<file path="config.mk">
export PLATFORM = sky130hd
export DESIGN_NAME = vnl_front
export DESIGN_NICKNAME = d
export VERILOG_FILES = /design/src/hdl/vnl_pkg.sv /design/src/hdl/vnl_front.sv
export SDC_FILE = /design/constraint.sdc
export NUM_CORES = 2
export LEC_CHECK = 0
export BUFFER_PORTS_ARGS = -buffer_cell sky130_fd_sc_hd__clkbuf_2
export CORE_UTILIZATION = 50
export CTS_CLUSTER_DIAMETER = 50
export DETAILED_ROUTE_END_ITERATION = 10
export PLACE_DENSITY_LB_ADDON = 0.25
export SKIP_CTS_REPAIR_TIMING = 1
export SYNTH_ARGS = -nofsm -noshare
export SYNTH_HDL_FRONTEND = slang
export SYNTH_SLANG_ARGS = --single-unit
</file>
<file path="constraint.sdc">
create_clock -name i_clk -period 10.35 [get_ports i_clk]
set_input_delay 1.035 -clock i_clk [delete_from_list [all_inputs] [get_ports i_clk]]
set_output_delay 1.035 -clock i_clk [all_outputs]
set_load 0.005 [all_outputs]
</file>
<file path="src/hdl/vnl_pkg.sv">
`timescale 1ns / 1ps
package vnl_pkg;

    localparam int unsigned SqrtSteps = 16;
    localparam int unsigned DivSteps  = 15;
    localparam int unsigned NumW      = 30;

    // item passed from front to back through the queue
    typedef struct packed {
        logic [15:0] ax;
        logic [15:0] ay;
        logic [15:0] az;
        logic        sx;
        logic        sy;
        logic        sz;
        logic [31:0] sumsq;
    } t_item;

    // square root pipeline stage contents
    typedef struct packed {
        logic [15:0] ax;
        logic [15:0] ay;
        logic [15:0] az;
        logic        sx;
        logic        sy;
        logic        sz;
        logic [31:0] rem;
        logic [31:0] res;
    } t_sq;

    // division pipeline stage contents
    typedef struct packed {
        logic            sx;
        logic            sy;
        logic            sz;
        logic            deg;
        logic [15:0]     len;
        logic [NumW-1:0] rx;
        logic [NumW-1:0] ry;
        logic [NumW-1:0] rz;
        logic [14:0]     qx;
        logic [14:0]     qy;
        logic [14:0]     qz;
    } t_dv;

    // one step of the digit-by-digit square root
    function automatic t_sq sqrt_step(input t_sq s, input int unsigned k);
        logic [31:0] bitv;
        logic [32:0] sum;
        t_sq         o;
        bitv = 32'h4000_0000 >> (2 * k);
        sum  = {1'b0, s.res} + {1'b0, bitv};
        o    = s;
        if ({1'b0, s.rem} >= sum) begin
            o.rem = s.rem - sum[31:0];
            o.res = (s.res >> 1) + bitv;
        end else begin
            o.res = s.res >> 1;
        end
        return o;
    endfunction

    // one restoring division step on the remainder
    function automatic logic [NumW:0] div_step(input logic [NumW-1:0] rem,
                                               input logic [15:0] len,
                                               input int unsigned k);
        logic [NumW-1:0] d;
        d = {{(NumW-16){1'b0}}, len} << k;
        if (rem >= d) begin
            return {1'b1, rem - d};
        end
        return {1'b0, rem};
    endfunction

endpackage

</file>
<file path="src/hdl/vnl_front.sv">
`timescale 1ns / 1ps
module vnl_front import vnl_pkg::*; (
    input  logic        i_clk,
    input  logic        i_rst_n,
    input  logic        i_accept,
    input  logic [15:0] i_vec_x,
    input  logic [15:0] i_vec_y,
    input  logic [15:0] i_vec_z,
    output logic        o_push,
    output t_item       o_item
);

    logic        r_valid;
    logic [15:0] r_ax, r_ay, r_az;
    logic        r_sx, r_sy, r_sz;
    logic [31:0] w_px, w_py, w_pz;

    // valid flag
    always_ff @(posedge i_clk) begin
        if (!i_rst_n) begin
            r_valid <= 1'b0;
        end else begin
            r_valid <= i_accept;
        end
    end

    // split sign and magnitude
    always_ff @(posedge i_clk) begin
        if (i_accept) begin
            r_sx <= i_vec_x[15];
            r_sy <= i_vec_y[15];
            r_sz <= i_vec_z[15];
            r_ax <= i_vec_x[15] ? (16'd0 - i_vec_x) : i_vec_x;
            r_ay <= i_vec_y[15] ? (16'd0 - i_vec_y) : i_vec_y;
            r_az <= i_vec_z[15] ? (16'd0 - i_vec_z) : i_vec_z;
        end
    end

    // sum of squares
    assign w_px = r_ax * r_ax;
    assign w_py = r_ay * r_ay;
    assign w_pz = r_az * r_az;

    assign o_push       = r_valid;
    assign o_item.ax    = r_ax;
    assign o_item.ay    = r_ay;
    assign o_item.az    = r_az;
    assign o_item.sx    = r_sx;
    assign o_item.sy    = r_sy;
    assign o_item.sz    = r_sz;
    assign o_item.sumsq = w_px + w_py + w_pz;

endmodule

</file>
# Yosys cells after proc, flatten, opt, wreduce, memory -nomap -nowiden
# Cells that the tools add are included.
# W data, S select, Z words.
[word_totals] ff_bits=52 in_bits=51 word_cells=21
[op_classes] n_addsub=5 mul=3 muxes=3
[op_table] op="$mul A16 B16 Y32" n=3
[op_table] op="$add A32 B32 Y32" n=2
[op_table] op="$sub A1 B16 Y16 const A" n=3
[op_table] op="$mux W15" n=3

# Logic depth before layout (Yosys ltp)
[depth] depth_word=3 depth_mapped=29 mapped_depth_nobuf=29

# Least setup slack after synthesis
# Ideal clock, no wire load.
[synth_path] path_type="register -> output" start="reg r_az[4]" end="out o_item[31] (netlist bit)" arrival_time_ns=7.314 slack_ns=2.001 stages_incl_launch_ff=25 n_path_buf=1 path_cell_list="edfxtp_1 -> clkbuf_1 -> nand2_1 -> fa_1 -> inv_1 -> fa_1 -> inv_1 -> fa_1 -> fa_1 -> inv_1 -> fa_1 -> fa_1 -> inv_1 -> fa_1 -> inv_1 -> fa_1 -> fa_1 -> ha_1 -> nand2_1 -> o21ai_4 -> o211ai_4 -> a2111oi_4 -> o2111ai_2 -> or4_1 -> o211a_1"
[synth_lines] item="start: declaration" line="vnl_front.sv:14" rtl="logic [15:0] r_ax, r_ay, r_az;"
[synth_lines] item="start signal: assignment" line="vnl_front.sv:35" rtl="r_az <= i_vec_z[15] ? (16'd0 - i_vec_z) : i_vec_z;"
[synth_lines] item="end: declaration" line="vnl_front.sv:10" rtl="output t_item o_item"

==> results.yml <==
critical_path:
  start_kind: "flop"
  setup.worst_path.end_class: "output pin"
  worstPathCellList: "inv_1 -> nor2_1 -> fa_1 -> fa_1 -> inv_1 -> fa_1 -> inv_1 -> fa_1 -> fa_1 -> fa_1 -> fa_1 -> fa_1 -> inv_1 -> fa_1 -> inv_1 -> ha_1 -> nand4_1 -> nor2_1 -> nor3_1 -> o21bai_1 -> o2111ai_2 -> or4_1 -> o211a_1 -> clkbuf_2"
  crit_fanout: 16
  path_common_cell: "fa_1"
  worstPathRequired_ns: 9.32
  cpPeakStageDelay_ns: 0.89
  crit_type: "flop to output pin"
  cp_slowest_cell: "edfxtp_1"
  cp.arrival_ns: 8.95
synth:
  synth-compound-area-share_pct: 3.22
  synth_top_cell_area_share_pct: 49.6
  avgSynthCellArea_um2: 9.76
  synth_top_family_by_area: "adder cells"
  synthSimpleGateAreaFrac_pct: 10.7
  ys_seq_area_share_pct: 6.33
  synth_fp_nets: 3433
  synth_enable_flop_cells: 51
  synth.distinct_cells: 58
  synth-seq-cells: 52
  muxShareOfSynthArea_pct: 0.179
  synth_fa_ha_area_share_pct: 63.0
  yosys-top-cells-count: "inv_1, fa_1, ha_1"
  synth_cells: 2512
  synth_most_common_cell: "inv_1"
  synth_area_leaders: "fa_1, ha_1, inv_1, edfxtp_1, and2_1"
  synth_xor_area_share_pct: 3.21
  synth_ff_type: "edfxtp_1"
  yosys.area.top_type: "fa_1"
  yosys_warnings: 0
  synthArstFlopShare_pct: 0
  syn-cell-area_mm2: 0.0245
clock_network:
  numCtsBuffers: 5
  cts_max_level: 2
  tritoncts: "yes"
  clockBufferDepth: 2
  cts-root-buf: "clkbuf_16"
  clk_pin_slew_ns: 0.08
  cts.sinks: 52
status:
  status: "finished clean"
floorplanning:
  pin_count: 135
  initial_core_util_pct: 51.0
  die_y_um: 223
  num_rows: 80
  core_mm2: 0.0480
  die_w_um: 223
  dieArea_mm2: 0.0499
global_routing:
  grt_pass1_vias: 18600
  gr-usage-met3_pct: 1.55
  met1_usage_pct: 26.9
  use_met2_pct: 45.9
  grt-busiest-layer: "met2"
  gr-total-overflow: 0
  grt_use_total_pct: 23.9
  grt_pass1_wl_um: 92000
  antenna_found_initial: 0
  grt_max_degree: 53
final_layout:
  drive_gt1_share_pct: 6.38
  areaGrowthSynthToFinish_pct: 5.75
  num_antenna_cells: 0
  fillers: 4332
  fin_util_pct: 54.0
  final_nets: 3523
timing:
  slew_headroom_pct: 41.3
  tns_ns: 0
  layout_min_cycle_time_ns: 9.98
  finalHoldViolations: 0
  post-route-period-util_pct: 96.4
  setup_viol: 0
  rsz0062_at_grt: "false"
  tightest_slew_ns: 0.880
  maxSlewViolCount: 0
  clock.fmax_ghz: 0.100
route:
  drc_errors: 0
  drt_iter0_markers: 693
  wl_um: 55400
  antenna_left: 0
  via_count: 16300
  routed_via_density: 5.08
  wl_per_cell_um: 17.2
  dr.pass1.iters: 5
placement:
  port_buffers: 134
  gp_congestion: 0.876
  hpwl_um: 48400
job:
  cap_viol_max_count: 0
min_path:
  hp-class: "primary input to flop"
==> cells by family (layout without fill, tap and decap cells) <==
group,after synthesis,after routing
AO/OA/AOI/OAI,115,115
XOR/XNOR,90,90
adder cells (fa/ha/maj),870,870
buffers and inverters,873,964
flip-flops,52,52
multiplexers,4,4
other,1,1
AND/OR/NAND/NOR,507,507
==> registers in the layout, summed over array words and instances (netlist names) <==
name,cells
r_az,16
r_ay,16
r_ax,16
r_sx,1
o_push,1
r_sz,1
r_sy,1
==> final cells by class <==
type | instances | area (um2) | area share, %
clock buffers | 6 | 129 | 0.497
flip-flops and latches | 52 | 1550 | 5.98
repair buffers | 142 | 731 | 2.82
inverters | 814 | 3060 | 11.8
multi-input cells | 1587 | 19700 | 75.9
well taps | 615 | 769 | 2.97
clock inverters | 2 | 13.8 | 0.0531
==> layer usage <==
layer  vias up  wire length [um]
li1       7418                 -
met1      8508             20000
met2       306             31400
met3       117              1430
met4         0              2630
met5         -                 0
==> through the flow <==
stage | std cells | instance area, um2 | hold slack, ns | setup WS, ns
finish | 3218 | 25900 | 0.925 | 0.370
global route | 3218 | 25900 | 0.930 | 0.0590
detailed placement | 3210 | 25800 | 1.25 | 0.779
floorplan | 2512 | 24500 | 1.13 | 2.00
global placement | 3210 | 25800 | 1.26 | 0.940
CTS | 3218 | 25900 | 0.911 | 0.400
==> critical path, delay by kind of cell (launching register included) <==
family                     cells  cell delay (ns)
DFF                            1             0.89
and+or+nand+nor                5             1.36
adders and majority gates     10             4.98
buffers and inverters          6             0.58
AOI/OAI and AO/OA              3             0.79
==> final timing paths <==
path,from,end,slack [ns],cells after the start
worst max-delay path,r_az[7]$_DFFE_PP_,o_item[31],0.37,24
worst min-delay path,i_vec_x[0],r_ax[0]$_DFFE_PP_,0.92,1
==> cell usage in the layout, fill, tap and decap left out, types with 25 or more instances in the layout <==
cell / Yosys / final
clkbuf_2: 0 / 134
edfxtp_1: 51 / 51
xnor2_1: 71 / 71
nand2_1: 186 / 186
fa_1: 608 / 608
o21ai_0: 25 / 25
nor2_1: 45 / 45
inv_1: 814 / 814
ha_1: 262 / 262
and2_1: 204 / 204
Power is not shown: default switching activity piles up to over one toggle a cycle in this logic, so the estimate is an artifact.
