===== src/hdl/vnl_pkg.sv =====
`timescale 1ns / 1ps
package vnl_pkg;

    localparam int unsigned SqrtSteps = 16;
    localparam int unsigned DivSteps  = 15;
    localparam int unsigned NumW      = 30;

    // item passed from front to back through the queue
    typedef struct packed {
        logic [15:0] ax;
        logic [15:0] ay;
        logic [15:0] az;
        logic        sx;
        logic        sy;
        logic        sz;
        logic [31:0] sumsq;
    } t_item;

    // square root pipeline stage contents
    typedef struct packed {
        logic [15:0] ax;
        logic [15:0] ay;
        logic [15:0] az;
        logic        sx;
        logic        sy;
        logic        sz;
        logic [31:0] rem;
        logic [31:0] res;
    } t_sq;

    // division pipeline stage contents
    typedef struct packed {
        logic            sx;
        logic            sy;
        logic            sz;
        logic            deg;
        logic [15:0]     len;
        logic [NumW-1:0] rx;
        logic [NumW-1:0] ry;
        logic [NumW-1:0] rz;
        logic [14:0]     qx;
        logic [14:0]     qy;
        logic [14:0]     qz;
    } t_dv;

    // one step of the digit-by-digit square root
    function automatic t_sq sqrt_step(input t_sq s, input int unsigned k);
        logic [31:0] bitv;
        logic [32:0] sum;
        t_sq         o;
        bitv = 32'h4000_0000 >> (2 * k);
        sum  = {1'b0, s.res} + {1'b0, bitv};
        o    = s;
        if ({1'b0, s.rem} >= sum) begin
            o.rem = s.rem - sum[31:0];
            o.res = (s.res >> 1) + bitv;
        end else begin
            o.res = s.res >> 1;
        end
        return o;
    endfunction

    // one restoring division step on the remainder
    function automatic logic [NumW:0] div_step(input logic [NumW-1:0] rem,
                                               input logic [15:0] len,
                                               input int unsigned k);
        logic [NumW-1:0] d;
        d = {{(NumW-16){1'b0}}, len} << k;
        if (rem >= d) begin
            return {1'b1, rem - d};
        end
        return {1'b0, rem};
    endfunction

endpackage


===== src/hdl/vnl_back.sv =====
`timescale 1ns / 1ps
module vnl_back import vnl_pkg::*; (
    input  logic        i_clk,
    input  logic        i_rst_n,
    input  logic        i_valid,
    input  t_item       i_item,
    input  logic [15:0] i_min_length,
    output logic        o_valid,
    output logic [15:0] o_dir_x,
    output logic [15:0] o_dir_y,
    output logic [15:0] o_dir_z,
    output logic [15:0] o_magnitude,
    output logic        o_ok
);

    t_sq          w_sq [0:SqrtSteps];
    t_sq          r_sq [1:SqrtSteps];
    logic         r_sv [1:SqrtSteps];
    t_dv          r_dv [0:DivSteps];
    logic         r_dvv [0:DivSteps];
    t_sq          w_last;
    logic [15:0]  w_len;
    logic         w_up;
    t_dv          w_fin;

    // square root stage input
    assign w_sq[0].ax  = i_item.ax;
    assign w_sq[0].ay  = i_item.ay;
    assign w_sq[0].az  = i_item.az;
    assign w_sq[0].sx  = i_item.sx;
    assign w_sq[0].sy  = i_item.sy;
    assign w_sq[0].sz  = i_item.sz;
    assign w_sq[0].rem = i_item.sumsq;
    assign w_sq[0].res = 32'd0;

    // square root pipeline, one result bit per stage
    for (genvar k = 0; k < SqrtSteps; k++) begin : g_sq
        always_ff @(posedge i_clk) begin
            r_sq[k+1] <= sqrt_step(w_sq[k], k);
        end
        always_ff @(posedge i_clk) begin
            if (!i_rst_n) begin
                r_sv[k+1] <= 1'b0;
            end else if (k == 0) begin
                r_sv[k+1] <= i_valid;
            end else begin
                r_sv[k+1] <= r_sv[k];
            end
        end
        assign w_sq[k+1] = r_sq[k+1];
    end

    // round to nearest and check against the minimum
    assign w_last = w_sq[SqrtSteps];
    assign w_up   = (w_last.rem > w_last.res);
    assign w_len  = w_last.res[15:0] + {15'd0, w_up};

    always_ff @(posedge i_clk) begin
        r_dv[0].sx  <= w_last.sx;
        r_dv[0].sy  <= w_last.sy;
        r_dv[0].sz  <= w_last.sz;
        r_dv[0].len <= w_len;
        r_dv[0].deg <= (w_len <= i_min_length);
        r_dv[0].rx  <= {w_last.ax, 14'd0} + {15'd0, w_len[15:1]};
        r_dv[0].ry  <= {w_last.ay, 14'd0} + {15'd0, w_len[15:1]};
        r_dv[0].rz  <= {w_last.az, 14'd0} + {15'd0, w_len[15:1]};
        r_dv[0].qx  <= 15'd0;
        r_dv[0].qy  <= 15'd0;
        r_dv[0].qz  <= 15'd0;
    end

    // division pipeline, one quotient bit per stage for each lane
    for (genvar j = 0; j < DivSteps; j++) begin : g_dv
        logic [NumW:0] w_x, w_y, w_z;
        assign w_x = div_step(r_dv[j].rx, r_dv[j].len, DivSteps - 1 - j);
        assign w_y = div_step(r_dv[j].ry, r_dv[j].len, DivSteps - 1 - j);
        assign w_z = div_step(r_dv[j].rz, r_dv[j].len, DivSteps - 1 - j);
        always_ff @(posedge i_clk) begin
            r_dv[j+1].sx  <= r_dv[j].sx;
            r_dv[j+1].sy  <= r_dv[j].sy;
            r_dv[j+1].sz  <= r_dv[j].sz;
            r_dv[j+1].deg <= r_dv[j].deg;
            r_dv[j+1].len <= r_dv[j].len;
            r_dv[j+1].rx  <= w_x[NumW-1:0];
            r_dv[j+1].ry  <= w_y[NumW-1:0];
            r_dv[j+1].rz  <= w_z[NumW-1:0];
            r_dv[j+1].qx  <= {r_dv[j].qx[13:0], w_x[NumW]};
            r_dv[j+1].qy  <= {r_dv[j].qy[13:0], w_y[NumW]};
            r_dv[j+1].qz  <= {r_dv[j].qz[13:0], w_z[NumW]};
        end
    end

    // valid flags through rounding and division
    always_ff @(posedge i_clk) begin
        if (!i_rst_n) begin
            for (int i = 0; i <= DivSteps; i++) r_dvv[i] <= 1'b0;
            o_valid <= 1'b0;
        end else begin
            r_dvv[0] <= r_sv[SqrtSteps];
            for (int i = 0; i < DivSteps; i++) r_dvv[i+1] <= r_dvv[i];
            o_valid <= r_dvv[DivSteps];
        end
    end

    // apply signs and zero degenerate vectors
    assign w_fin = r_dv[DivSteps];

    always_ff @(posedge i_clk) begin
        if (w_fin.deg) begin
            o_dir_x     <= 16'd0;
            o_dir_y     <= 16'd0;
            o_dir_z     <= 16'd0;
            o_magnitude <= 16'd0;
            o_ok        <= 1'b0;
        end else begin
            o_dir_x     <= w_fin.sx ? (16'd0 - {1'b0, w_fin.qx}) : {1'b0, w_fin.qx};
            o_dir_y     <= w_fin.sy ? (16'd0 - {1'b0, w_fin.qy}) : {1'b0, w_fin.qy};
            o_dir_z     <= w_fin.sz ? (16'd0 - {1'b0, w_fin.qz}) : {1'b0, w_fin.qz};
            o_magnitude <= w_fin.len;
            o_ok        <= 1'b1;
        end
    end

    a_ok_nonzero: assert property (@(posedge i_clk) disable iff (!i_rst_n)
        (o_valid && o_ok) |-> (o_magnitude != 16'd0))
        else $error("ok result with zero length");
    a_deg_zero: assert property (@(posedge i_clk) disable iff (!i_rst_n)
        (o_valid && !o_ok) |-> (o_magnitude == 16'd0 && o_dir_x == 16'd0
                                && o_dir_y == 16'd0 && o_dir_z == 16'd0))
        else $error("degenerate result not zeroed");
    a_dir_range: assert property (@(posedge i_clk) disable iff (!i_rst_n)
        o_valid |-> ($signed(o_dir_x) <= 16'sd16384 && $signed(o_dir_x) >= -16'sd16384))
        else $error("direction out of unit range");

endmodule


===== config.mk =====
export PLATFORM = sky130hd
export DESIGN_NAME = vnl_back
export DESIGN_NICKNAME = d
export VERILOG_FILES = /design/src/hdl/vnl_pkg.sv /design/src/hdl/vnl_back.sv
export SDC_FILE = /design/constraint.sdc
export NUM_CORES = 2
export LEC_CHECK = 0
export BUFFER_PORTS_ARGS = -buffer_cell sky130_fd_sc_hd__buf_2
export CAP_MARGIN = 10
export CORE_MARGIN = 2
export CORE_UTILIZATION = 55
export DETAILED_ROUTE_END_ITERATION = 8
export GPL_ROUTABILITY_DRIVEN = 0
export PLACE_DENSITY_LB_ADDON = 0.3
export RECOVER_POWER = 100
export SLEW_MARGIN = 10
export SYNTH_ARGS = -nofsm -noshare
export SYNTH_HDL_FRONTEND = slang
export SYNTH_MEMORY_MAX_BITS = 65536
export SYNTH_SLANG_ARGS = --single-unit

===== constraint.sdc =====
create_clock -name i_clk -period 9.14 [get_ports i_clk]
set_clock_uncertainty 0.1 [all_clocks]
set_input_delay 2.742 -clock i_clk [delete_from_list [all_inputs] [get_ports i_clk]]
set_output_delay 2.742 -clock i_clk [all_outputs]
set_load 0.03 [all_outputs]

Yosys cells after proc, flatten, opt, wreduce, memory -nomap -nowiden. Memories as Yosys holds them, arrays and structs flattened. A register that Yosys moved wholly into a read port is not among the register bits. Index checks and enable logic that the tools add are counted.

Output and inout port bits: 66. Bits in registers: 65. Logic and storage cells: 417. RAM bits: 4352. Bits of input ports: 102. Memories: 4.

Memory list: r_dv (depth 16, bits a word 155, rd ports 16, clocked after memory_dff 0, write ports 16, RTL line vnl_back.sv:19) `t_dv r_dv [0:DivSteps];`; r_sq (depth 16, bits a word 115, rd ports 16, clocked after memory_dff 0, write ports 16, RTL line vnl_back.sv:17) `t_sq r_sq [1:SqrtSteps];`; r_dvv (depth 16, bits a word 1, rd ports 16, clocked after memory_dff 1, write ports 16, RTL line vnl_back.sv:20) `logic r_dvv [0:DivSteps];`; r_sv (depth 16, bits a word 1, rd ports 16, clocked after memory_dff 0, write ports 16, RTL line vnl_back.sv:18) `logic r_sv [1:SqrtSteps];`.

Reduce and logical (&&, ||, !) cells: 4. Add/sub/neg operators: 98. Mux-type cells: 205. Magnitude comparators: 63. Bitwise gates (word level): 35.

Operator list (count): 31-bit two-way mux (91); 32-bit two-way mux (31); 32-bit by 33-bit greater-or-equal comparator with 1-bit output (15); 32-bit subtractor (15); 30-bit by 15-bit adder with 30-bit output (3); 30-bit by 16-bit greater-or-equal comparator with 1-bit output (3); 30-bit by 17-bit greater-or-equal comparator with 1-bit output (3); 30-bit by 18-bit greater-or-equal comparator with 1-bit output (3); 30-bit by 19-bit greater-or-equal comparator with 1-bit output (3); 30-bit by 20-bit greater-or-equal comparator with 1-bit output (3); 30-bit by 21-bit greater-or-equal comparator with 1-bit output (3); 30-bit by 22-bit greater-or-equal comparator with 1-bit output (3); 30-bit by 23-bit greater-or-equal comparator with 1-bit output (3); 30-bit by 24-bit greater-or-equal comparator with 1-bit output (3); 30-bit by 25-bit greater-or-equal comparator with 1-bit output (3); 30-bit by 26-bit greater-or-equal comparator with 1-bit output (3); 30-bit by 27-bit greater-or-equal comparator with 1-bit output (3); 30-bit by 28-bit greater-or-equal comparator with 1-bit output (3); 30-bit by 29-bit greater-or-equal comparator with 1-bit output (3); 30-bit greater-or-equal comparator (3); 30-bit by 16-bit subtractor with 30-bit output (3); 30-bit by 17-bit subtractor with 30-bit output (3); 30-bit by 18-bit subtractor with 30-bit output (3); 30-bit by 19-bit subtractor with 30-bit output (3); other kinds (53) (193).

Depth between registers and ports, before layout. An unclocked memory read counts as a cell.

Word-level depth: 4. Mapped depth: 27. Gate-level depth less buffers: 27.

Worst setup path before layout. OpenSTA, ideal clock, no wires.

Path kind: input to register. Start: in i_min_length[1]. End: mem r_dv[0][151] (netlist name). Cell stages on the path: 11. Arrival: 4123 ps. Path slack: 4838 ps. Library setup time: 79 ps. Path buffers: 0. Data required time: 8961 ps. Path through: inv_1 > ha_1 > nor2b_1 > o21a_1 > o21a_1 > o21a_1 > o21ai_0 > nand2b_1 > a21oi_1 > o211ai_1 > o211ai_1.

RTL lines: from (decl) (RTL line vnl_back.sv:7) `input logic [15:0] i_min_length,`; to (decl) (RTL line vnl_back.sv:19).

==> results_dict.tcl <==
set metrics [dict create \
    clock-sinks 3235 \
    grt_pass1_wl_um 464000 \
    first_global_vias 88014 \
    insertion_delay_ns 1.01 \
    grt_start_max_net_pins 63 \
    netlist_instances 12219 \
    ys_seq_elements 3235 \
    cp-end-kind "register" \
    synth.top_cell.area_share_pct 52.2 \
    worstMarginPinSlew_ns 3.96 \
    worstHoldEndpoint "r_sq[0][1834]" \
    areaGrowthSynthToFinish_pct 11.7 \
    synth-simple-area-share_pct 13.2 \
    utilization_pct 61.7 \
    drcViolationCount 0 \
    grt_usage_pct 25.1 \
    viasPerCell 5.63 \
    rsz0062_at_grt "no" \
    grt_antenna_before_repair 12 \
    io_buffers 167 \
    cap_violations 12 \
    routed_wl_um 297000 \
    dp.final_hpwl_um 226000 \
    startpoint_type "register" \
    yosysWarningCount 0 \
    fmax_mhz 156 \
    period_needed_ns 6.40 \
    cts_tree "done" \
    arrival_ns 7.10 \
    r2r_slack_ns 2.74 \
    start_util_pct 55.2 \
    synth_area_leaders "dfxtp_1, ha_1, xor2_1, xnor2_1, o21ai_0" \
    clockRootBuffer "clkbuf_16" \
    hold_buffers 0 \
    rows 174 \
    path_clk_slew_ns 0.06 \
    crit_path_max_fanout 18 \
    async_flop_share_pct 0 \
    rr_worst_depth 11 \
    worstReg2RegStart "r_dv[1][149]" \
    seq_area_frac_synth_pct 52.2 \
    yosysTopAreaCell "dfxtp_1" \
    synth_compound_area_share_pct 12.9 \
    ant_nets 0 \
    crit_type "reg -> reg" \
    r2r_end "r_dv[2][120]" \
    final_common_cell "dfxtp_1" \
    synth_nets 13250 \
    dieArea_um2 229000 \
    synth.area.mux_share_pct 1.94 \
    ir_worst_vdd_mv 0.265 \
    final_cell_mix "dfxtp_1, nand2_1, ha_1" \
    cts_max_level 5 \
    num_vias 88817 \
    cts_made_buffers 324 \
    ys.flop_type "dfxtp_1" \
    min_from "r_sq[0][1719]" \
    setup_viol 0 \
    status "complete, but fails checks" \
    synth-adder-area-share_pct 9.63 \
    fin_crit_sh_pct 70.0 \
    wl_per_cell_um 18.9 \
    syn_avg_cell_area_um2 10.1 \
    ios 168 \
    synth_edf_count 0 \
    post_cts_resized 0 \
    finalHoldViolCount 0 \
    hold_depth 0 \
    violations "capacitance limit, slew limit" \
    slew_viol_final 346 \
    die_h_um 479 \
    synth_top_family_by_area "simple AND/OR/NAND/NOR gates" \
    post_cts_buffers 0 \
    synthDistinctLibCells 100 \
    drt-initial-drc-count 7323 \
    core_region_area_um2 224000 \
    relSlewSlack_pct -168 \
    first_pass_iters 8 \
    cp.required_ns 9.84 \
    nNetsFinal 13570 \
    setup_tns_ns 0 \
    synth_xor_area_share_pct 7.38 \
    grt_overflow 0 \
    syn-cell-area_um2 124000 \
    drive_gt1_share_pct 6.69 \
    die_w_um 479 \
    power_density_nw_per_um2 431 \
    ctsLongestPathBuffers 4 \
    min_path_type "reg -> reg" \
    power.static_leakage_nw 58.5 \
]
==> critical path, cell delays in order, from the launching register on <==
cell and delay, ns:
dfxtp_1 0.31, inv_1 0.31, ha_1 0.42, nor2b_1 0.11, o31a_1 0.27, o21ai_0 0.22, a21oi_1 0.18, a211o_1 0.40
o21a_1 0.20, o2111ai_1 0.18, nor4b_1 3.05, mux2_2 0.50
==> layer usage <==
layer / vias up / global-route usage [%] / part of all wire [%]
met5: - / 0 / 0.0067
met4: 2 / 17.1 / 7.3
met3: 996 / 4.50 / 5.8
met2: 3235 / 42.6 / 47
met1: 41336 / 28.9 / 40
li1: 43248 / - / -
==> layout make-up <==
type	count	area, um2
clock inverters	117	1540
repair buffers	190	822
diodes	14	35.0
clock buffers	445	9260
multi-input cells	8119	55800
flip-flops and latches	3235	64800
well taps	2992	3740
fillers	17662	85900
inverters	669	2510
==> registers in the layout, indices dropped and copies added (netlist names) <==
name	flops
r_sv	16
o_dir_z	16
o_dir_y	16
r_dvv	16
r_dv	1673
r_sq	1464
o_magnitude	16
o_ok	1
o_dir_x	16
o_valid	1
==> cell families after synthesis <==
logic type / after synthesis
multiplexers: 216
AND/OR/NAND/NOR: 3344
AO/OA/AOI/OAI: 2585
adder cells (fa/ha/maj): 929
XOR/XNOR: 1045
flip-flops: 3235
buffers and inverters: 865
==> where the power goes <==
part           leakage [nW]  internal, mW  switching, mW  total, mW
sequential             27.0          18.3           2.84       21.1
combinational          26.2          10.8           14.5       25.3
clock                  5.29          7.96           5.31       13.3
total                  58.5          37.0           22.7       59.7
==> Yosys cell counts, types with 22 or more instances <==
cell / n
dfxtp_1: 3235
nand2_1: 896
ha_1: 887
nor2_1: 813
o21ai_0: 754
a21oi_1: 747
inv_1: 667
xor2_1: 527
xnor2_1: 518
nor3_1: 287
a21o_1: 246
nor4_1: 207
nand3_1: 201
mux2_2: 171
nand2b_1: 167
nor2b_1: 165
clkbuf_1: 161
o21a_1: 149
nand4_1: 137
or3_1: 99
o31ai_1: 94
a31oi_1: 84
a211oi_1: 78
and3_1: 75
and2_1: 64
or2_2: 62
o21bai_1: 48
or4_1: 46
o211ai_1: 45
fa_1: 42
mux2i_1: 37
o41ai_1: 34
a21boi_0: 33
a211o_1: 26
nand3b_1: 26
o31a_1: 25
o2111ai_1: 22
==> how the worst max path moves through the flow <==
| stage | from | to | slack, ns |
|---|---|---|---|
| finish | r_dv[1][149] | r_dv[2][120] | 2.74 |
| global route | r_dv[1][136] | r_dv[2][120] | 2.40 |
| CTS | r_sq[0][1841] | r_dv[0][102] | 3.71 |
| detailed placement | r_sq[0][1849] | r_dv[0][102] | 3.81 |
| global placement | r_sq[0][1849] | r_dv[0][102] | 3.86 |
| floorplan | i_min_length[1] | r_dv[0][151] | 4.84 |
==> per-stage QoR <==
stage	power [mW]	setup slack (ns)	hold slack [ns]	cells	cell area, um2
after detailed placement	46.0	3.81	0.212	15204	128000
after global routing	63.5	2.40	0.179	15777	139000
final	59.7	2.74	0.172	15781	139000
after floorplan	39.5	4.84	0.210	12219	124000
after CTS	59.6	3.71	0.170	15766	139000
after global placement	45.0	3.86	0.210	15204	128000
Note: power is estimated with default switching activity, not from simulation.
