`src/hdl/vnl_pkg.sv`:
```
`timescale 1ns / 1ps
package vnl_pkg;

    localparam int unsigned SqrtSteps = 16;
    localparam int unsigned DivSteps  = 15;
    localparam int unsigned NumW      = 30;

    // item passed from front to back through the queue
    typedef struct packed {
        logic [15:0] ax;
        logic [15:0] ay;
        logic [15:0] az;
        logic        sx;
        logic        sy;
        logic        sz;
        logic [31:0] sumsq;
    } t_item;

    // square root pipeline stage contents
    typedef struct packed {
        logic [15:0] ax;
        logic [15:0] ay;
        logic [15:0] az;
        logic        sx;
        logic        sy;
        logic        sz;
        logic [31:0] rem;
        logic [31:0] res;
    } t_sq;

    // division pipeline stage contents
    typedef struct packed {
        logic            sx;
        logic            sy;
        logic            sz;
        logic            deg;
        logic [15:0]     len;
        logic [NumW-1:0] rx;
        logic [NumW-1:0] ry;
        logic [NumW-1:0] rz;
        logic [14:0]     qx;
        logic [14:0]     qy;
        logic [14:0]     qz;
    } t_dv;

    // one step of the digit-by-digit square root
    function automatic t_sq sqrt_step(input t_sq s, input int unsigned k);
        logic [31:0] bitv;
        logic [32:0] sum;
        t_sq         o;
        bitv = 32'h4000_0000 >> (2 * k);
        sum  = {1'b0, s.res} + {1'b0, bitv};
        o    = s;
        if ({1'b0, s.rem} >= sum) begin
            o.rem = s.rem - sum[31:0];
            o.res = (s.res >> 1) + bitv;
        end else begin
            o.res = s.res >> 1;
        end
        return o;
    endfunction

    // one restoring division step on the remainder
    function automatic logic [NumW:0] div_step(input logic [NumW-1:0] rem,
                                               input logic [15:0] len,
                                               input int unsigned k);
        logic [NumW-1:0] d;
        d = {{(NumW-16){1'b0}}, len} << k;
        if (rem >= d) begin
            return {1'b1, rem - d};
        end
        return {1'b0, rem};
    endfunction

endpackage

```
`src/hdl/vnl_fifo.sv`:
```
`timescale 1ns / 1ps
module vnl_fifo import vnl_pkg::*; (
    input  logic  i_clk,
    input  logic  i_rst_n,
    input  logic  i_push,
    input  t_item i_item,
    input  logic  i_pop,
    output logic  o_empty,
    output logic  o_full,
    output t_item o_item
);

    t_item       r_mem [0:1];
    logic        r_wp, r_rp;
    logic [1:0]  r_cnt;
    logic        w_push, w_pop;

    assign w_push  = i_push && !o_full;
    assign w_pop   = i_pop && !o_empty;
    assign o_empty = (r_cnt == 2'd0);
    assign o_full  = (r_cnt == 2'd2);
    assign o_item  = r_mem[r_rp];

    // pointers and fill count
    always_ff @(posedge i_clk) begin
        if (!i_rst_n) begin
            r_wp  <= 1'b0;
            r_rp  <= 1'b0;
            r_cnt <= 2'd0;
        end else begin
            if (w_push) r_wp <= ~r_wp;
            if (w_pop)  r_rp <= ~r_rp;
            r_cnt <= r_cnt + {1'b0, w_push} - {1'b0, w_pop};
        end
    end

    // storage
    always_ff @(posedge i_clk) begin
        if (w_push) r_mem[r_wp] <= i_item;
    end

    a_no_overflow: assert property (@(posedge i_clk) disable iff (!i_rst_n)
        r_cnt != 2'd3)
        else $error("queue count out of range");
    a_count_step: assert property (@(posedge i_clk) disable iff (!i_rst_n)
        (w_push && !w_pop) |=> (r_cnt == $past(r_cnt) + 2'd1))
        else $error("queue count did not advance on push");
    a_no_pop_empty: assert property (@(posedge i_clk) disable iff (!i_rst_n)
        o_empty |-> !w_pop)
        else $error("pop from empty queue");

endmodule

```
`config.mk`:
```
export PLATFORM = sky130hd
export DESIGN_NAME = vnl_fifo
export DESIGN_NICKNAME = d
export VERILOG_FILES = /design/src/hdl/vnl_pkg.sv /design/src/hdl/vnl_fifo.sv
export SDC_FILE = /design/constraint.sdc
export NUM_CORES = 1
export LEC_CHECK = 0
export BUFFER_PORTS_ARGS = -buffer_cell sky130_fd_sc_hd__buf_4
export CAP_MARGIN = 10
export CORE_MARGIN = 2
export CORE_UTILIZATION = 30
export CTS_BUF_LIST = sky130_fd_sc_hd__clkbuf_8
export DETAILED_ROUTE_END_ITERATION = 8
export MAX_ROUTING_LAYER = met4
export SETUP_SLACK_MARGIN = 0.3
export SLEW_MARGIN = 20
export SYNTH_ARGS = -nofsm -noshare
export SYNTH_HDL_FRONTEND = slang
export SYNTH_SLANG_ARGS = --single-unit
export TNS_END_PERCENT = 10
```
`constraint.sdc`:
```
create_clock -name i_clk -period 5.45 [get_ports i_clk]
set_clock_uncertainty 0.05 [all_clocks]
set_input_delay 0.545 -clock i_clk [delete_from_list [all_inputs] [get_ports i_clk]]
set_output_delay 0.545 -clock i_clk [all_outputs]
set_load 0.005 [all_outputs]
```
* Word-level counts from Yosys, hierarchy flattened
Memory sizes are Yosys's and may differ from the RTL's. A register that Yosys moved wholly into a read port is not among the register bits.
Index checks and enable logic that the tools add are counted.
** Cells by class
- Multiplexer cells :: 4
- Magnitude comparators :: 0
- $add $sub $neg :: 2
- Shift operators :: 0
- Equality and inequality tests :: 1
- Reductions and logical operators :: 5
- Bitwise logic cells :: 2
- Divide/modulo/power cells :: 0
- $mul :: 0
** Operators by type and width (count)
- $mux 1 :: 4
- $add 2x1->2 :: 1
- $eq 2x2->1 const B :: 1
- $logic_and 1x1->1 :: 2
- $logic_not 1->1 :: 2
- $logic_not 2->1 :: 1
- $not 1->1 :: 2
- $sub 2x1->2 :: 1
** Storage, ports and cells
- Logic and storage cells :: 18
- Memories :: 1
- Flip-flop bits (word level) :: 4
- Output and inout bits :: 85
- Latch bits :: 0
- Bits in writable memories :: 166
- Input bits :: 87
- ROM bits :: 0
** Memories
- r_mem :: depth 2, width 83, rd ports 1, clocked after Yosys merged registers in 1, wr ports 1, line vnl_fifo.sv:13 : t_item r_mem [0:1];

* Depth between registers and ports, before layout
Gate-level depths: netlist of run 1.
- Word-level depth :: 5
- Gate-level depth with buffers :: 8
- Depth with buffers taken out :: 8

* Worst setup path before layout of run 1
Ideal clock, no wire load.
- Path type :: in2reg
- From :: input port i_push
- To :: memory r_mem[0][0] in the netlist's numbering (enable)
- Setup time :: 0.525 ns
- Required time :: 4.875 ns
- Path slack :: 0.775 ns
- Stages :: 2
- Arrival :: 4.100 ns
- Cells stage by stage :: nand2_1 nor2_1
** Between the ends
- Word-level cells in the longest chain between the ends :: 3
** RTL lines
- from (decl) :: line vnl_fifo.sv:5 : input logic i_push,
- $logic_and 1x1->1 :: line vnl_fifo.sv:18 : assign w_push = i_push && !o_full;
- $mux 1 :: line vnl_fifo.sv:39 : if (w_push) r_mem[r_wp] <= i_item;
- $mux 1 (not written as such) :: line vnl_fifo.sv:39
- to (decl) :: line vnl_fifo.sv:13
No other way between the ends.

==> results of run 1 <==
[routing by layer]
metal / vias up / wire, um / track usage
met2: 98 / 6224 / 0.1800
met1: 1608 / 4964 / 0.1204
li1: 1481 / - / -
met5: - / 0 / -
met3: 11 / 632 / 0.03822
met4: 0 / 125 / 0.03427
[worst max-delay path by stage]
stage / from / endpoint / slack (ns) / cells past startpoint
2_1_floorplan: i_push / r_mem[0][0]$_DFFE_PP_ / 0.78 / 2
3_3_place_gp: register / o_item[82] / 2.69 / 3
3_5_place_dp: register / o_item[82] / 2.66 / 3
4_1_cts: register / o_item[82] / 2.14 / 3
5_1_grt: register / o_item[0] / 2.05 / 3
6_report: register / o_item[0] / 2.22 / 3
[sequential cells by signal (all words and copies together) (netlist names), named ones only]
signal,count
r_wp,1
r_rp,1
r_mem,166
r_cnt,2
[final cells by class]
cell class	count	area share
inverter	3	0.001331
timing repair buffer	174	0.1553
clock buffer	17	0.02765
sequential	171	0.6014
multi-input combinational	102	0.1575
clock inverter	14	0.01538
tap	280	0.04141
[critical path: stages (launching register included)]
cell     delay, ns
dfxtp_4       0.75
buf_4         0.81
mux2_2        0.42
buf_4         0.13
[stage by stage]
stage                     total power, mW  instance area [sq um]  instances
after floorplan                     2.515                   6573        285
after global placement              2.939                   8089        730
after detailed placement            2.966                   8089        730
after CTS                           3.825                   8453        761
after global routing                3.947                   8461        761
final                               3.747                   8461        761
[cell families (layout without fill, tap and decap cells)]
| logic type | after synthesis | count (layout) | share of synthesized area |
|---|---|---|---|
| flops | 171 | 171 | 0.7737 |
| buf+inv | 12 | 208 | 0.02551 |
| mux | 84 | 84 | 0.1837 |
| simple gates | 13 | 13 | 0.009518 |
| fa+ha+maj | 2 | 2 | 0.003807 |
| xor+xnor | 2 | 2 | 0.002666 |
| compound gates | 1 | 1 | 0.001143 |
[power by group through the flow]
stage | combinational (mW) | clock (mW) | sequential, mW
global route | 1.19 | 0.935 | 1.83
finish | 1.11 | 0.841 | 1.80
CTS | 1.13 | 0.887 | 1.81
detailed placement | 1.13 | 0 | 1.84
global placement | 1.12 | 0 | 1.82
floorplan | 0.730 | 0 | 1.78
[cell usage in the layout (no fill, tap or decap)]
master	count
buf_4	172
edfxtp_1	166
mux2_4	70
clkbuf_8	17
mux2_2	13
clkinv_2	5
nor2_1	4
dfxtp_1	4
inv_1	3
clkinv_1	3
nand2b_1	2
nand2_1	2
and2_1	2
ha_1	2
bufinv_16	2
clkinv_4	2
buf_6	2
o21a_1	1
and3_4	1
xnor2_1	1
nor2_4	1
mux2i_1	1
xor2_1	1
nor3_1	1
dfxtp_4	1
clkinvlp_4	1
inv_6	1
==> impl_metrics.yaml, run 1 <==
placement:
  io_buffers: 171
  pre_cts_slack_ns: 2.655
  gp_congestion: 0.6869
setup_path:
  worstSetupPathType: "reg -> out"
  worstReg2RegEnd: "r_mem[0][78]$_DFFE_PP_"
  crit_arrival_ns: 2.64
  critPathLaunchType: "register"
  endpoint_kind: "output pin"
  r2r_start: "r_cnt[0]$_SDFF_PN0_"
  critPathMaxFanout: 49
  crit_required_ns: 4.86
  ff2ff_setup_slack_ns: 3.50
  ff2ff_path_depth: 4
global_route:
  grt.total_usage: 0.1075
  antenna_found_initial: 0
  grt_pass1_vias: 3443
  grt_max_degree: 84
  grt_pass1_wl_um: 18530
  grt-ovfl-total: 0
route:
  dr.pass1.iters: 4
  drt_iter0_drc: 173
  viasPerCell: 4.202
  drcViolationCount: 0
  via_count: 3198
  wl_per_cell_um: 15.70
  antenna_left: 0
  routed_wirelength_um: 11950
sta:
  maxSlewHeadroom: 0.3881
  drv_slew: 0
  tightest_slew_ns: 0.9178
  fmax_ghz: 0.3092
  min_period_ns: 3.235
  hold_violations: 0
  fin_setup_tns_ns: 0
  fin_hold_ws_ns: 0.2273
  grt_setup_unrepaired: "false"
  fin_crit_sh: 0.5935
  setup_viol: 0
  fin_ws_ns: 2.215
worst_hold_path:
  holdPathStages: 1
  hold_path_end: "r_mem[1][11]$_DFFE_PP_"
  hold_path_class: "in -> reg"
  hp-start: "i_item[11]"
die:
  core_region_area_sq_um: 21690
  start_util: 0.3030
  fp.dieW_um: 152.0
  rows: 54
  ios: 172
  die-area_sq_um: 23110
  dieHeight_um: 152.0
synth:
  yosys.cell_count.top_type: "edfxtp_1"
  yosysSeqAreaShare: 0.7737
  synthCells: 285
  syn_nets: 374
  syn_avg_cell_area_sq_um: 23.06
  synth_top_area_frac: 0.7584
  synth.top_cells.by_count: "edfxtp_1 (166), mux2_4 (70), mux2_2 (13)"
  syn_area_sq_um: 6573
  synthTopCellsByArea: "edfxtp_1 (76%), mux2_4 (16%), mux2_2 (2.2%)"
  synth_edf_count: 166
  yosysWarnings: 0
  synth_top_area_cell: "edfxtp_1"
  ys_ff_latch: 171
  async_reset_ff_frac: 0
  synth_cell_types: 19
  ys.flop_type: "edfxtp_1"
power:
  internal_power_mw: 2.773
  p_leak_nw: 3.252
  peakVddDrop_mv: 0.3322
  comb_power_share: 0.295
  seqPwrFrac: 0.480
  netSwitchingFraction: 0.2600
  p_per_area_nw_per_um2: 442.9
  power_switching_uw: 974.1
  clkPwrFrac: 0.225
clock_network:
  postCtsHoldBufs: 0
  cts-htree-levels: 4
  cts_tree: "built"
  clockBufferDepth: 2
  numCtsBuffers: 17
  insertion_delay_ns: 0.44
  path_clk_slew_ns: 0.09
  cts-resized-gates: 0
  post_cts_buffers: 0
  root_buffer: "clkbuf_8"
  cts.sinks: 171
run:
  maxCapViolCount: 0
layout:
  multi_input_area_sq_um: 1333
  drive_gt1_frac: 0.5988
  fillCellCount: 1976
  num-nets-final: 558
  seq_area_sq_um: 5089
  final_util: 0.3901
  area_growth_pct: 28.73
  diodes: 0
outcome:
  status: "completed"
Note: power is estimated with default switching activity, not from simulation.
==> run 2: changes to the inputs <==
clock period = 2.9 ns   (was 5.45 ns; I/O delays follow)
==> impl_metrics.yaml, run 2 (synthesis gave the netlist of run 1 again) <==
setup_path:
  endpoint_kind: "output pin"
  worstSetupPathType: "reg -> out"
  crit_chain: "buf_12, mux2_2, buf_4"
  cp_slowest_cell: "dfxtp_4"
  critPathLaunchType: "register"
  cpPeakStageDelay_ns: 0.75
  crit_arrival_ns: 2.03
  critPathMaxFanout: 33
  crit_required_ns: 2.56
global_route:
  grt.total_usage: 0.1164
  grt_pass1_vias: 3848
  grtUsageMet3: 0.03651
  grt_max_degree: 51
  top_usage_layer: "met2"
  antenna_found_initial: 1
  grt_pass1_wl_um: 20130
  use_met2: 0.1926
  met1_usage: 0.1328
  grt-ovfl-total: 0
placement:
  pre_cts_slack_ns: 0.8208
  io_buffers: 171
  post-dp-hpwl_um: 8358
  dp_cells: 732
  dpl_cell_area_sq_um: 8167
  gp_congestion: 0.6587
power:
  comb_power_share: 0.309
  netSwitchingFraction: 0.2562
  power_mw: 7.284
  peakVddDrop_mv: 0.5497
  clkPwrFrac: 0.227
  p_per_area_nw_per_um2: 775.9
  seqPwrFrac: 0.463
  internal_power_mw: 5.418
  p_leak_nw: 3.640
  power_switching_mw: 1.866
sta:
  maxSlewHeadroom: 0.4760
  fin_ws_ns: 0.5315
  grt_setup_unrepaired: "false"
  fin_crit_sh: 0.8167
  setup_viol: 0
  tightest_slew_ns: 0.7842
  hold_violations: 0
  min_period_ns: 2.369
  drv_slew: 0
  fmax_ghz: 0.4222
  fin_hold_ws_ns: 0.04324
clock_network:
  numCtsBuffers: 17
  root_buffer: "clkbuf_8"
  cts-resized-gates: 0
  cts.sinks: 171
  cts-htree-levels: 4
  clockBufferDepth: 2
  path_clk_slew_ns: 0.09
  post_cts_buffers: 0
  postCtsHoldBufs: 83
  cts_tree: "built"
  insertion_delay_ns: 0.43
run:
  maxCapViolCount: 0
die:
  ios: 172
  die-area_sq_um: 23110
  core_region_area_sq_um: 21690
  start_util: 0.3030
  fp.dieW_um: 152.0
  dieHeight_um: 152.0
  rows: 54
route:
  viasPerCell: 4.140
  dr.pass1.iters: 4
  antenna_left: 0
  wl_per_cell_um: 15.25
  drt_iter0_drc: 139
  via_count: 3507
  drcViolationCount: 0
  routed_wirelength_um: 12920
layout:
  area_growth_pct: 42.83
  largest_reg_flops: 166
  reg.largest.list: "r_mem x166, r_cnt x2"
  multi_input_area_sq_um: 1333
  final_common_cell: "buf_4"
  instances_no_fill: 847
  seq_area_sq_um: 5089
  drive_gt1_frac: 0.5106
  design_area_sq_um: 9388
  final_cell_mix: "buf_4 (171), edfxtp_1 (166), dlygate4sd3_1 (83)"
  fillCellCount: 1917
  num-nets-final: 643
  regMostFlops: "r_mem"
worst_hold_path:
  hold_path_class: "in -> reg"
outcome:
  status: "completed"
[run 2: layout make-up]
class / instances / share of cell area
multi-input combinational: 102 / 0.1419
clock inverter: 14 / 0.01639
antenna: 1 / 0.0002666
clock buffer: 17 / 0.02492
timing repair buffer: 259 / 0.2359
sequential: 171 / 0.5421
tap: 280 / 0.03732
inverter: 3 / 0.001200
[run 2: power by group through the flow]
stage,clock [mW],sequential (mW),combinational (mW)
after floorplan,0,3.33,1.38
after global placement,0,3.42,2.18
after detailed placement,0,3.44,2.20
after CTS,1.73,3.39,2.30
after global routing,1.83,3.43,2.42
final,1.66,3.38,2.25
[run 2: worst paths after layout]
| kind | startpoint | cells past startpoint | to | slack [ns] |
|---|---|---|---|---|
| hold / removal | i_rst_n | 2 | r_cnt[0]$_SDFF_PN0_ | 0.04 |
| setup / recovery | register | 3 | o_item[1] | 0.53 |
| hold reg to reg | r_rp$_SDFFE_PN0P_ | 2 | r_rp$_SDFFE_PN0P_ | 0.49 |
| setup reg to reg | r_cnt[0]$_SDFF_PN0_ | 4 | r_mem[0][1]$_DFFE_PP_ | 0.84 |
[run 2: layer usage]
layer  wire, um  share of wire
met1       5509           0.43
met4        136          0.011
met2       6586           0.51
met5          0              0
met3        685          0.053
[run 2: critical path: cells and delay by family, from the launching register on]
family	cells	cell delay [ns]
flops	1	0.75
buf+inv	2	0.44
mux	1	0.36
[run 2: per-stage QoR]
stage,TNS [ns],utilization
final,0,0.4328
after global routing,0,0.4328
after CTS,0,0.4327
after floorplan,-6.231,-
after detailed placement,0,0.3765
after global placement,0,0.3765
==> run 3: changes to the inputs <==
clock period = 2.3 ns   (was 2.9 ns; I/O delays follow)
==> impl_metrics.yaml, run 3 (synthesis gave the netlist of run 1 again) <==
sta:
  fin_setup_tns_ns: 0
  grt_setup_unrepaired: "true"
  fmax_ghz: 0.5222
  fin_crit_sh: 0.8326
  min_period_ns: 1.915
  setup_viol: 0
  fin_ws_ns: 0.3850
  tightest_slew_ns: 0.6214
  drv_slew: 0
  hold_violations: 0
  maxSlewHeadroom: 0.5857
placement:
  io_buffers: 171
  pre_cts_slack_ns: 0.5911
  post-dp-hpwl_um: 8189
  gp_congestion: 0.6505
  dp_cells: 734
route:
  viasPerCell: 4.156
  wl_per_cell_um: 15.17
  wl_met2_um: 6881
  antenna_left: 0
  routed_wirelength_um: 12930
  met1_length_um: 5265
  drcViolationCount: 0
  wl_met3_um: 533
  highest_layer: "met4"
  dr.pass1.iters: 4
  via_count: 3541
  drt_iter0_drc: 144
clock_network:
  insertion_delay_ns: 0.43
  clockBufferDepth: 2
  root_buffer: "clkbuf_8"
  cts_tree: "built"
  path_clk_slew_ns: 0.09
  cts-htree-levels: 4
  numCtsBuffers: 17
  cts.sinks: 171
die:
  fp.dieW_um: 152.0
  dieHeight_um: 152.0
  ios: 172
  die-area_sq_um: 23110
  core_region_area_sq_um: 21690
  start_util: 0.3030
  rows: 54
power:
  p_per_area_nw_per_um2: 979.3
  p_leak_nw: 3.644
  power_switching_mw: 2.445
  internal_power_mw: 6.784
  seqPwrFrac: 0.452
  power_mw: 9.229
  netSwitchingFraction: 0.2649
  comb_power_share: 0.320
  clkPwrFrac: 0.227
  peakVddDrop_mv: 0.4535
layout:
  reg.largest.list: "r_mem x166, r_cnt x2"
  diodes: 0
  drive_gt1_frac: 0.5227
  area_growth_pct: 43.38
  regMostFlops: "r_mem"
  num-nets-final: 648
  largest_reg_flops: 166
  seq_area_sq_um: 5090
  final_common_cell: "buf_4"
  final_cell_mix: "buf_4 (177), edfxtp_1 (166), dlygate4sd3_1 (84)"
  multi_input_area_sq_um: 1348
  instances_no_fill: 852
  fillCellCount: 1922
outcome:
  status: "completed"
setup_path:
  endpoint_kind: "output pin"
  critPathLaunchType: "register"
  worstSetupPathType: "reg -> out"
  critPathMaxFanout: 26
  crit_required_ns: 2.02
  crit_arrival_ns: 1.64
  ff2ff_setup_slack_ns: 0.64
worst_hold_path:
  hold_path_class: "in -> reg"
global_route:
  grt_pass1_vias: 3901
  grt_max_degree: 44
  grt.total_usage: 0.1149
  grt-ovfl-total: 0
  grt_pass1_wl_um: 20180
  antenna_found_initial: 0
run:
  maxCapViolCount: 0
run 3: changes by cell type in the layout (fill, tap and decap cells not counted), moves of 2 or more:
cell        before  now
clkinvlp_4       1    5
inv_1            5    3
inv_8            0    2
clkinv_2         3    0
buf_4          171  177
buf_12           5    1
run 3: timing repair:
| action | in CTS | in global routing |
|---|---|---|
| buffers inserted | 2 | 0 |
| endpoints found under the hold margin | 170 | 0 |
| resized for setup | 1 | 0 |
| endpoints found under the setup margin | 65 | 3 |
| hold buffers | 84 | 0 |
run 3: metrics by stage:
step                hold slack [ns]  cell area (sq um)    util
global placement             0.3652               8160  0.3763
CTS                         0.02403               9424  0.4345
floorplan                    0.2789               6598       -
finish                      0.06514               9424  0.4345
detailed placement           0.3680               8160  0.3763
global route                0.02041               9424  0.4345
run 3: cell type report:
cell class | count | share of cell area
clock buffers | 17 | 0.02483
clock inverters | 15 | 0.01726
inverters | 3 | 0.001195
multi-input cells | 102 | 0.1430
flip-flops and latches | 171 | 0.5401
well taps | 280 | 0.03717
repair buffers | 264 | 0.2365
run 3: power groups by stage:
stage | Combinational [mW] | Sequential (mW) | Clock (mW)
floorplan | 1.75 | 4.19 | 0
global placement | 2.77 | 4.28 | 0
detailed placement | 2.81 | 4.30 | 0
CTS | 3.03 | 4.18 | 2.19
global route | 3.17 | 4.22 | 2.32
finish | 2.96 | 4.17 | 2.10
run 3: layer usage:
metal / track usage / vias to the layer above
li1: - / 1663
met1: 0.1243 / 1767
met2: 0.2003 / 96
met3: 0.03337 / 15
met4: 0.04228 / 0
met5: - / -
run 3: critical path, stage by stage (launching register included):
cell	delay, ns
dfxtp_4	0.43
buf_12	0.25
mux2_2	0.38
buf_4	0.14
run 3: path summary, 6_finish.rpt:
kind              cells after the start                   to                start
hold reg to reg                       2             register    r_rp$_SDFFE_PN0P_
hold / removal                        3    r_wp$_SDFFE_PN0P_               i_push
setup / recovery                      3            o_item[0]             register
setup reg to reg                      7  r_cnt[1]$_SDFF_PN0_  r_cnt[1]$_SDFF_PN0_
